--- src/design/spdw_pkg.sv ---
package spdw_pkg;

    // Panel geometry used by the mirror mapping.
    localparam int unsigned PANEL_WIDTH  = 240;
    localparam int unsigned PANEL_HEIGHT = 320;

    localparam logic [15:0] X_MIRROR_BASE = 16'(PANEL_WIDTH - 1);
    localparam logic [15:0] Y_MIRROR_BASE = 16'(PANEL_HEIGHT - 1);

    // Request kinds; any kind with bit 1 set is a reset-pin event.
    localparam logic [1:0] REQ_COMMAND = 2'd0;
    localparam logic [1:0] REQ_DATA    = 2'd1;

    // Command codes.
    localparam logic [7:0] CMD_SWRESET = 8'h01;
    localparam logic [7:0] CMD_CASET   = 8'h2A;
    localparam logic [7:0] CMD_PASET   = 8'h2B;
    localparam logic [7:0] CMD_RAMWR   = 8'h2C;
    localparam logic [7:0] CMD_MADCTL  = 8'h36;

    // Operand bookkeeping.
    localparam int unsigned OPERAND_DEPTH = 4;
    localparam logic [2:0]  OPERAND_FULL  = 3'd4;
    localparam logic [2:0]  PIXEL_BYTES   = 3'd2;

    // Bit positions inside the access control register.
    localparam int unsigned ACC_SWAP = 0;
    localparam int unsigned ACC_MX   = 1;
    localparam int unsigned ACC_MY   = 2;

    // Pixel job handed from the command decoder to the mapper.
    typedef struct packed {
        logic        emit;
        logic [15:0] color;
        logic [15:0] col;
        logic [15:0] row;
        logic [2:0]  access;
    } pixel_job_t;

    // Finished pixel as it leaves the block.
    typedef struct packed {
        logic [15:0] pixel_x;
        logic [15:0] pixel_y;
        logic [7:0]  red;
        logic [7:0]  green;
        logic [7:0]  blue;
    } pixel_t;

endpackage

--- src/design/spdw_req_if.sv ---
interface spdw_req_if;

    logic       valid;
    logic       ready;
    logic [1:0] req_type;
    logic [7:0] byte_value;

    modport source (output valid, output req_type, output byte_value, input ready);
    modport sink   (input valid, input req_type, input byte_value, output ready);

endinterface

--- src/design/spdw_pix_if.sv ---
interface spdw_pix_if;

    logic        valid;
    logic        ready;
    logic [15:0] pixel_x;
    logic [15:0] pixel_y;
    logic [7:0]  red;
    logic [7:0]  green;
    logic [7:0]  blue;

    modport source (output valid, output pixel_x, output pixel_y, output red,
                    output green, output blue, input ready);
    modport sink   (input valid, input pixel_x, input pixel_y, input red,
                    input green, input blue, output ready);

endinterface

--- src/design/spdw_ctrl.sv ---
module spdw_ctrl
    import spdw_pkg::*;
(
    input  logic       clk,
    input  logic       rst_n,
    input  logic       fire,
    input  logic [1:0] req_type,
    input  logic [7:0] byte_value,
    output pixel_job_t job
);

    logic [15:0] col_start_reg, col_start_next;
    logic [15:0] col_end_reg, col_end_next;
    logic [15:0] row_start_reg, row_start_next;
    logic [15:0] row_end_reg, row_end_next;
    logic [15:0] cursor_col_reg, cursor_col_next;
    logic [15:0] cursor_row_reg, cursor_row_next;
    logic [2:0]  access_reg, access_next;
    logic [7:0]  cmd_reg, cmd_next;
    logic [2:0]  cnt_reg, cnt_next;
    logic [7:0]  op_reg [OPERAND_DEPTH];
    logic [7:0]  op_next [OPERAND_DEPTH];

    logic [7:0]  op_wr [OPERAND_DEPTH];
    logic [2:0]  cnt_stored;
    logic [15:0] pair_lo;
    logic [15:0] pair_hi;
    logic        emit;

    // Store the data byte in the next free operand slot, if any is left.
    always_comb
    begin
        op_wr      = op_reg;
        cnt_stored = cnt_reg;
        if (cnt_reg < OPERAND_FULL)
        begin
            op_wr[cnt_reg[1:0]] = byte_value;
            cnt_stored          = 3'(cnt_reg + 3'd1);
        end
        pair_lo = {op_wr[0], op_wr[1]};
        pair_hi = {op_wr[2], op_wr[3]};
        emit    = (req_type == REQ_DATA) && (cmd_reg == CMD_RAMWR)
                  && (cnt_stored >= PIXEL_BYTES);
    end

    // Next state for one transfer.
    always_comb
    begin
        col_start_next  = col_start_reg;
        col_end_next    = col_end_reg;
        row_start_next  = row_start_reg;
        row_end_next    = row_end_reg;
        cursor_col_next = cursor_col_reg;
        cursor_row_next = cursor_row_reg;
        access_next     = access_reg;
        cmd_next        = cmd_reg;
        cnt_next        = cnt_reg;
        op_next         = op_reg;
        unique case (req_type)
            REQ_COMMAND:
            begin
                cmd_next = byte_value;
                cnt_next = 3'd0;
                if (byte_value == CMD_SWRESET)
                begin
                    access_next = 3'd0;
                end
                else if (byte_value == CMD_RAMWR)
                begin
                    cursor_col_next = col_start_reg;
                    cursor_row_next = row_start_reg;
                end
            end
            REQ_DATA:
            begin
                op_next  = op_wr;
                cnt_next = cnt_stored;
                unique case (cmd_reg)
                    CMD_CASET:
                    begin
                        if (cnt_stored >= OPERAND_FULL)
                        begin
                            col_start_next = pair_lo;
                            col_end_next   = pair_hi;
                        end
                    end
                    CMD_PASET:
                    begin
                        if (cnt_stored >= OPERAND_FULL)
                        begin
                            row_start_next = pair_lo;
                            row_end_next   = pair_hi;
                        end
                    end
                    CMD_RAMWR:
                    begin
                        if (emit)
                        begin
                            cnt_next = 3'd0;
                            // Advance within the window; the row is unbounded.
                            if (cursor_col_reg < col_end_reg)
                            begin
                                cursor_col_next = 16'(cursor_col_reg + 16'd1);
                            end
                            else
                            begin
                                cursor_col_next = col_start_reg;
                                cursor_row_next = 16'(cursor_row_reg + 16'd1);
                            end
                        end
                    end
                    CMD_MADCTL:
                    begin
                        access_next = op_wr[0][7:5];
                    end
                    default:
                    begin
                        cnt_next = 3'd0;
                    end
                endcase
            end
            default:
            begin
                // Reset pin event.
                access_next = 3'd0;
                cnt_next    = 3'd0;
            end
        endcase
    end

    // Control state.
    always_ff @(posedge clk or negedge rst_n)
    begin
        if (!rst_n)
        begin
            col_start_reg  <= '0;
            col_end_reg    <= '0;
            row_start_reg  <= '0;
            row_end_reg    <= '0;
            cursor_col_reg <= '0;
            cursor_row_reg <= '0;
            access_reg     <= '0;
            cmd_reg        <= '0;
            cnt_reg        <= '0;
        end
        else if (fire)
        begin
            col_start_reg  <= col_start_next;
            col_end_reg    <= col_end_next;
            row_start_reg  <= row_start_next;
            row_end_reg    <= row_end_next;
            cursor_col_reg <= cursor_col_next;
            cursor_row_reg <= cursor_row_next;
            access_reg     <= access_next;
            cmd_reg        <= cmd_next;
            cnt_reg        <= cnt_next;
        end
    end

    // Operand bytes carry no reset; the count says which are live.
    always_ff @(posedge clk)
    begin
        if (fire)
        begin
            op_reg <= op_next;
        end
    end

    // The pixel uses the cursor as it stood before the advance.
    always_comb
    begin
        job.emit   = emit;
        job.color  = pair_lo;
        job.col    = cursor_col_reg;
        job.row    = cursor_row_reg;
        job.access = access_reg;
    end

endmodule

--- src/design/spdw_map.sv ---
module spdw_map
    import spdw_pkg::*;
(
    input  pixel_job_t job,
    output pixel_t     pix
);

    logic [15:0] x_swap;
    logic [15:0] y_swap;

    // Expand RGB565 by replicating the top bits of each channel.
    // Swap first, then the row mirror, then the column mirror when MX is clear.
    always_comb
    begin
        pix.red   = {job.color[15:11], job.color[15:13]};
        pix.green = {job.color[10:5], job.color[10:9]};
        pix.blue  = {job.color[4:0], job.color[4:2]};
        if (job.access[ACC_SWAP])
        begin
            x_swap = job.row;
            y_swap = job.col;
        end
        else
        begin
            x_swap = job.col;
            y_swap = job.row;
        end
        pix.pixel_y = job.access[ACC_MY] ? 16'(Y_MIRROR_BASE - y_swap) : y_swap;
        pix.pixel_x = job.access[ACC_MX] ? x_swap : 16'(X_MIRROR_BASE - x_swap);
    end

endmodule

--- src/design/spi_display_pixel_writer.sv ---
// Pixel writer behind the SPI command interface of a TFT panel controller.
//
// Channel req carries one bus byte per transfer: req_type 0 is a command
// byte, 1 a data byte, 2 or 3 a reset-pin event; byte_value is the byte.
// Channel pix carries one written pixel per transfer: its mapped panel
// coordinate and 8-bit red, green and blue. A pixel comes out on every
// second data byte after a memory write command; other bytes give nothing.
//
// Each byte is first captured in an input register and decoded there
// against the command state; a pixel is written to the output register
// as its byte is decoded. A byte can be taken in every cycle unless a
// pixel waits at a full output register; the command and cursor registers
// update on every accepted byte, which sets that rate of one byte per cycle.
//
// Reset clears the address window, cursor, access control, current command
// and byte count. When the receiver holds pix.ready low, the output
// register keeps its pixel; bytes that make no pixel still flow, and req
// stalls only once a byte that makes a pixel finds the output register full.
module spi_display_pixel_writer
    import spdw_pkg::*;
(
    input  logic clk,
    input  logic rst_n,
    spdw_req_if.sink   req,
    spdw_pix_if.source pix
);

    logic       in_valid_reg, in_valid_next;
    logic [1:0] in_type_reg;
    logic [7:0] in_byte_reg;
    logic       out_valid_reg, out_valid_next;
    pixel_t     out_data_reg;

    pixel_job_t job;
    pixel_t     mapped;
    logic       out_free;
    logic       advance;
    logic       fire;
    logic       in_ready;

    spdw_ctrl u_ctrl (
        .clk        (clk),
        .rst_n      (rst_n),
        .fire       (fire),
        .req_type   (in_type_reg),
        .byte_value (in_byte_reg),
        .job        (job)
    );

    spdw_map u_map (
        .job (job),
        .pix (mapped)
    );

    // Flow control between the input and output registers.
    assign out_free  = !out_valid_reg || pix.ready;
    assign advance   = !job.emit || out_free;
    assign fire      = in_valid_reg && advance;
    assign in_ready  = !in_valid_reg || advance;
    assign req.ready = in_ready;

    always_comb
    begin
        in_valid_next = in_valid_reg;
        if (in_ready)
        begin
            in_valid_next = req.valid;
        end
        out_valid_next = out_valid_reg;
        if (fire && job.emit)
        begin
            out_valid_next = 1'b1;
        end
        else if (pix.ready)
        begin
            out_valid_next = 1'b0;
        end
    end

    // Valid flags.
    always_ff @(posedge clk or negedge rst_n)
    begin
        if (!rst_n)
        begin
            in_valid_reg  <= 1'b0;
            out_valid_reg <= 1'b0;
        end
        else
        begin
            in_valid_reg  <= in_valid_next;
            out_valid_reg <= out_valid_next;
        end
    end

    // Payload registers.
    always_ff @(posedge clk)
    begin
        if (req.valid && in_ready)
        begin
            in_type_reg <= req.req_type;
            in_byte_reg <= req.byte_value;
        end
        if (fire && job.emit)
        begin
            out_data_reg <= mapped;
        end
    end

    assign pix.valid   = out_valid_reg;
    assign pix.pixel_x = out_data_reg.pixel_x;
    assign pix.pixel_y = out_data_reg.pixel_y;
    assign pix.red     = out_data_reg.red;
    assign pix.green   = out_data_reg.green;
    assign pix.blue    = out_data_reg.blue;

    // A byte that makes no pixel never blocks the input.
    assert property (@(posedge clk) disable iff (!rst_n)
        (in_valid_reg && !job.emit) |-> in_ready)
        else $error("input stalled on a byte that makes no pixel");

    // The input stalls only when a pixel meets a full, stalled output.
    assert property (@(posedge clk) disable iff (!rst_n)
        !in_ready |-> (in_valid_reg && job.emit && pix.valid && !pix.ready))
        else $error("input stalled without a blocked pixel");

    // A decoded pixel shows up at the output on the next cycle.
    assert property (@(posedge clk) disable iff (!rst_n)
        (fire && job.emit) |=> pix.valid)
        else $error("decoded pixel did not reach the output register");

endmodule

--- src/flat_wrapper.sv ---
// flat-port wrapper written by rule: the top's interface ports become plain ports
module spi_display_pixel_writer_flat import spdw_pkg::*;
  (clk, rst_n, req_valid, req_req_type, req_byte_value, req_ready, pix_valid, pix_pixel_x, pix_pixel_y, pix_red, pix_green, pix_blue, pix_ready);
  spdw_req_if req_i ();
  spdw_pix_if pix_i ();
  input  logic clk;
  input  logic rst_n;
  input wire logic [$bits(req_i.valid)-1:0] req_valid;
  input wire logic [$bits(req_i.req_type)-1:0] req_req_type;
  input wire logic [$bits(req_i.byte_value)-1:0] req_byte_value;
  output wire logic [$bits(req_i.ready)-1:0] req_ready;
  output wire logic [$bits(pix_i.valid)-1:0] pix_valid;
  output wire logic [$bits(pix_i.pixel_x)-1:0] pix_pixel_x;
  output wire logic [$bits(pix_i.pixel_y)-1:0] pix_pixel_y;
  output wire logic [$bits(pix_i.red)-1:0] pix_red;
  output wire logic [$bits(pix_i.green)-1:0] pix_green;
  output wire logic [$bits(pix_i.blue)-1:0] pix_blue;
  input wire logic [$bits(pix_i.ready)-1:0] pix_ready;
  assign req_i.valid = req_valid;
  assign req_i.req_type = req_req_type;
  assign req_i.byte_value = req_byte_value;
  assign req_ready = req_i.ready;
  assign pix_valid = pix_i.valid;
  assign pix_pixel_x = pix_i.pixel_x;
  assign pix_pixel_y = pix_i.pixel_y;
  assign pix_red = pix_i.red;
  assign pix_green = pix_i.green;
  assign pix_blue = pix_i.blue;
  assign pix_i.ready = pix_ready;
  spi_display_pixel_writer u_core (.clk(clk), .rst_n(rst_n), .req(req_i), .pix(pix_i));
endmodule
--- config.mk ---
export PLATFORM = sky130hd
export DESIGN_NAME = spi_display_pixel_writer_flat
export DESIGN_NICKNAME = d
export VERILOG_FILES = /design/src/design/spdw_pkg.sv /design/src/design/spdw_req_if.sv /design/src/design/spdw_pix_if.sv /design/src/design/spdw_ctrl.sv /design/src/design/spdw_map.sv /design/src/design/spi_display_pixel_writer.sv /design/src/flat_wrapper.sv
export SDC_FILE = /design/constraint.sdc
export NUM_CORES = 1
export LEC_CHECK = 0
export BUFFER_PORTS_ARGS = -buffer_cell sky130_fd_sc_hd__buf_4
export CAP_MARGIN = 20
export CORE_MARGIN = 5
export CORE_UTILIZATION = 40
export CTS_BUF_LIST = sky130_fd_sc_hd__clkbuf_8
export DETAILED_ROUTE_END_ITERATION = 8
export GPL_TIMING_DRIVEN = 0
export PLACE_DENSITY = 0.61
export SYNTH_ARGS = -nofsm -noshare
export SYNTH_HDL_FRONTEND = slang
export SYNTH_SLANG_ARGS = --single-unit
--- constraint.sdc ---
create_clock -name clk -period 6.2 [get_ports clk]
set_input_delay 1.55 -clock clk [delete_from_list [all_inputs] [get_ports clk]]
set_output_delay 1.55 -clock clk [all_outputs]
set_load 0.005 [all_outputs]
==> metrics.txt <==
status complete, no violations; required time worst endpoint 4.65 ns; Die Y 162 um; Final setup viols 0; Synth Flop Type dfrtp_1; most common cell in the netlist nand2_1; DRC Markers 0; gpl congestion 0.853; Clock Path Buffers 2; Register Area 0.00510 mm2; hold buffers post-CTS 0; DIE AREA 0.0263 mm2; Synth async-reset ratio 0.516; EDFF count, synth 90; clk_skew 0.0173 ns; Post CTS Setup Buffer Count 0; post-synthesis sequential area ratio 0.552; Reg-to-Reg End u_core.pix.pixel_x[12]$_DFFE_PP_; syn avg cell area 11.3 um2; total power 2520 uW; worst path cell trace buf_4 > nand2b_1 > nor3_1 > inv_1 > buf_4; Crit path arrival time 2.41 ns; kind of critical path in -> out; CP max stage cell nor3_1; Crit. End Element output port; final cycle utilization of the critical path 0.638; wire per inst 18.2 um; Critical Path Start Type primary input; RSZ-0062 raised after global routing false; Cell variety after synth 69; Most common cell on crit path buf_4; post-route setup TNS 0 ns; Worst Setup SP pix_ready; CP max FO 6; Fmax 253 MHz; flops & latches, synth 186; die span in x 162 um; CTS tree yes; Commonest cells post-synth 106 x nand2_1, 96 x dfrtp_1, 90 x edfxtp_1, 57 x a21oi_1, 54 x mux2i_1; vias per cell 5.36; CTS Buf Count 17; htree depth 4; max reg flops 32; final core utilization 0.469; I/O pin cnt 72; root buf cell clkbuf_8; starting density of the core 0.407; first-pass GRT wire length 36.0 mm; IO Port Bufs 71; Syn Inst Count 822; Final Critical Period 3.96 ns; Vias 6502; row cnt 55; HP Class reg -> reg; Yosys top cell area share 0.292; R2R Path Start u_core.u_ctrl.access_reg[0]$_DFFE_PN0P_; area of the multi-input gates 0.00367 mm2; post-route antenna net violation count 0; Clock Pin Slew Worst Setup and Hold Paths 0.09 ns; Pleak 0.00426 uW; fill count 2153; vias in the first global route 6362; initial antenna violation count 0; crit-path max cell delay 0.33 ns; peak supply drop 146 uV; Nets 951; synthesized area 0.00925 mm2; drt initial violations 567; Skew-Pair Late Insertion Delay 0.47 ns; Max Cap Viol 0; Core Region 0.0227 mm2; Cell Pwr Density 237 mW/mm2; GR Util All Layers 0.174; R2R cell count 10; 1st-pass router iterations 5; R2R setup slack 3.29 ns; largest net degree at the start of global routing 68; # diodes 0; Detailed Place HPWL 16.2 mm; area leader, netlist edfxtp_1; worst slew pin tran 0.941 ns; max-slew violation count 0; synth top area cells edfxtp_1 29%, dfrtp_1 26%, mux2i_1 5.8%, nand2_1 4.3%, ha_1 3.1%; Hold Vio Cnt, Final 0; total gr overflow 0; Area growth, synth to finish 15.0%; clock sink count 186; Rel. slew slack 0.371; share of layout cells above drive strength 1 0.192; Resized Gates After CTS 0; Synthesis Warnings 0; final wirelength 22.0 mm; worst setup path end req_ready; syn nets 859
==> worst min path at each step <==
stage / end / slack, ns / cells after the start / from
6_report: u_core.u_ctrl.col_end_reg[5]$_DFFE_PN0P_ / 0.49 / 1 / u_core.u_ctrl.col_end_reg[5]$_DFFE_PN0P_
5_1_grt: u_core.u_ctrl.col_end_reg[10]$_DFFE_PN0P_ / 0.51 / 1 / u_core.u_ctrl.col_end_reg[10]$_DFFE_PN0P_
4_1_cts: u_core.u_ctrl.row_start_reg[3]$_DFFE_PN0P_ / 0.49 / 2 / u_core.u_ctrl.row_start_reg[3]$_DFFE_PN0P_
3_5_place_dp: u_core.u_ctrl.row_start_reg[3]$_DFFE_PN0P_ / 0.47 / 2 / u_core.u_ctrl.row_start_reg[3]$_DFFE_PN0P_
3_3_place_gp: u_core.u_ctrl.cmd_reg[5]$_DFFE_PN0P_ / 0.45 / 2 / u_core.u_ctrl.cmd_reg[5]$_DFFE_PN0P_
2_1_floorplan: u_core.u_ctrl.cmd_reg[5]$_DFFE_PN0P_ / 0.44 / 2 / u_core.u_ctrl.cmd_reg[5]$_DFFE_PN0P_
==> placed cells by master, fill, tap and decap left out, types with 17 or more instances in the layout <==
cell type  Yosys  final
mux2_2        20     20
nand2_1      106    106
nor2_1        27     25
mux2i_1       54     54
buf_4         12     83
xnor2_1       21     21
o21ai_0       22     22
o21ai_1       41     41
nand3_1       22     22
a21oi_1       57     57
inv_1         50     50
clkbuf_1      21     21
clkbuf_8       0     17
ha_1          23     23
dfrtp_1       96     96
edfxtp_1      90     90
==> metrics by stage <==
step / instances / cell area (um2) / setup WS (ns) / hold slack, ns
2_1_floorplan: 822 / 9250 / 1.87 / 0.436
3_3_place_gp: 1178 / 10100 / 0.768 / 0.453
3_5_place_dp: 1180 / 10200 / 2.26 / 0.466
4_1_cts: 1212 / 10600 / 2.25 / 0.494
5_1_grt: 1212 / 10600 / 2.07 / 0.510
6_report: 1212 / 10600 / 2.24 / 0.494
==> power breakdown <==
group | total (uW) | leakage [uW] | switching [uW] | internal, uW
registers | 1370 | 0.00206 | 40.9 | 1330
clock network | 898 | 0.000217 | 481 | 417
logic | 248 | 0.00199 | 149 | 98.5
total | 2520 | 0.00426 | 671 | 1850
==> cell type report <==
cell class / instances / share of cell area
buffer: 51 / 0.0280
clock buffer: 17 / 0.0220
clock inverter: 15 / 0.0193
inverter: 51 / 0.0180
multi-input combinational: 534 / 0.345
sequential: 186 / 0.480
tap: 285 / 0.0335
timing repair buffer: 73 / 0.0545
==> metal layers <==
layer | wire length [um] | global-route usage
met1 | 10600 | 0.260
met2 | 9720 | 0.257
met3 | 1320 | 0.0350
met4 | 393 | 0.0473
met5 | 0 | 0
==> critical path: cells and delay by family <==
family,cells,cell delay (ns)
buf+inv,3,0.33
simple gates,2,0.53
==> kinds of logic after synthesis <==
family	count (synthesis)	share of synthesized area
muxes	90	0.102
DFF	186	0.552
xor gates and xnor gates	28	0.0265
buffers and inverters	102	0.0529
and+or+nand+nor	216	0.113
AOI/OAI and AO/OA	177	0.123
adders and majority gates	23	0.0311
Note: power is estimated with default switching activity, not from simulation.
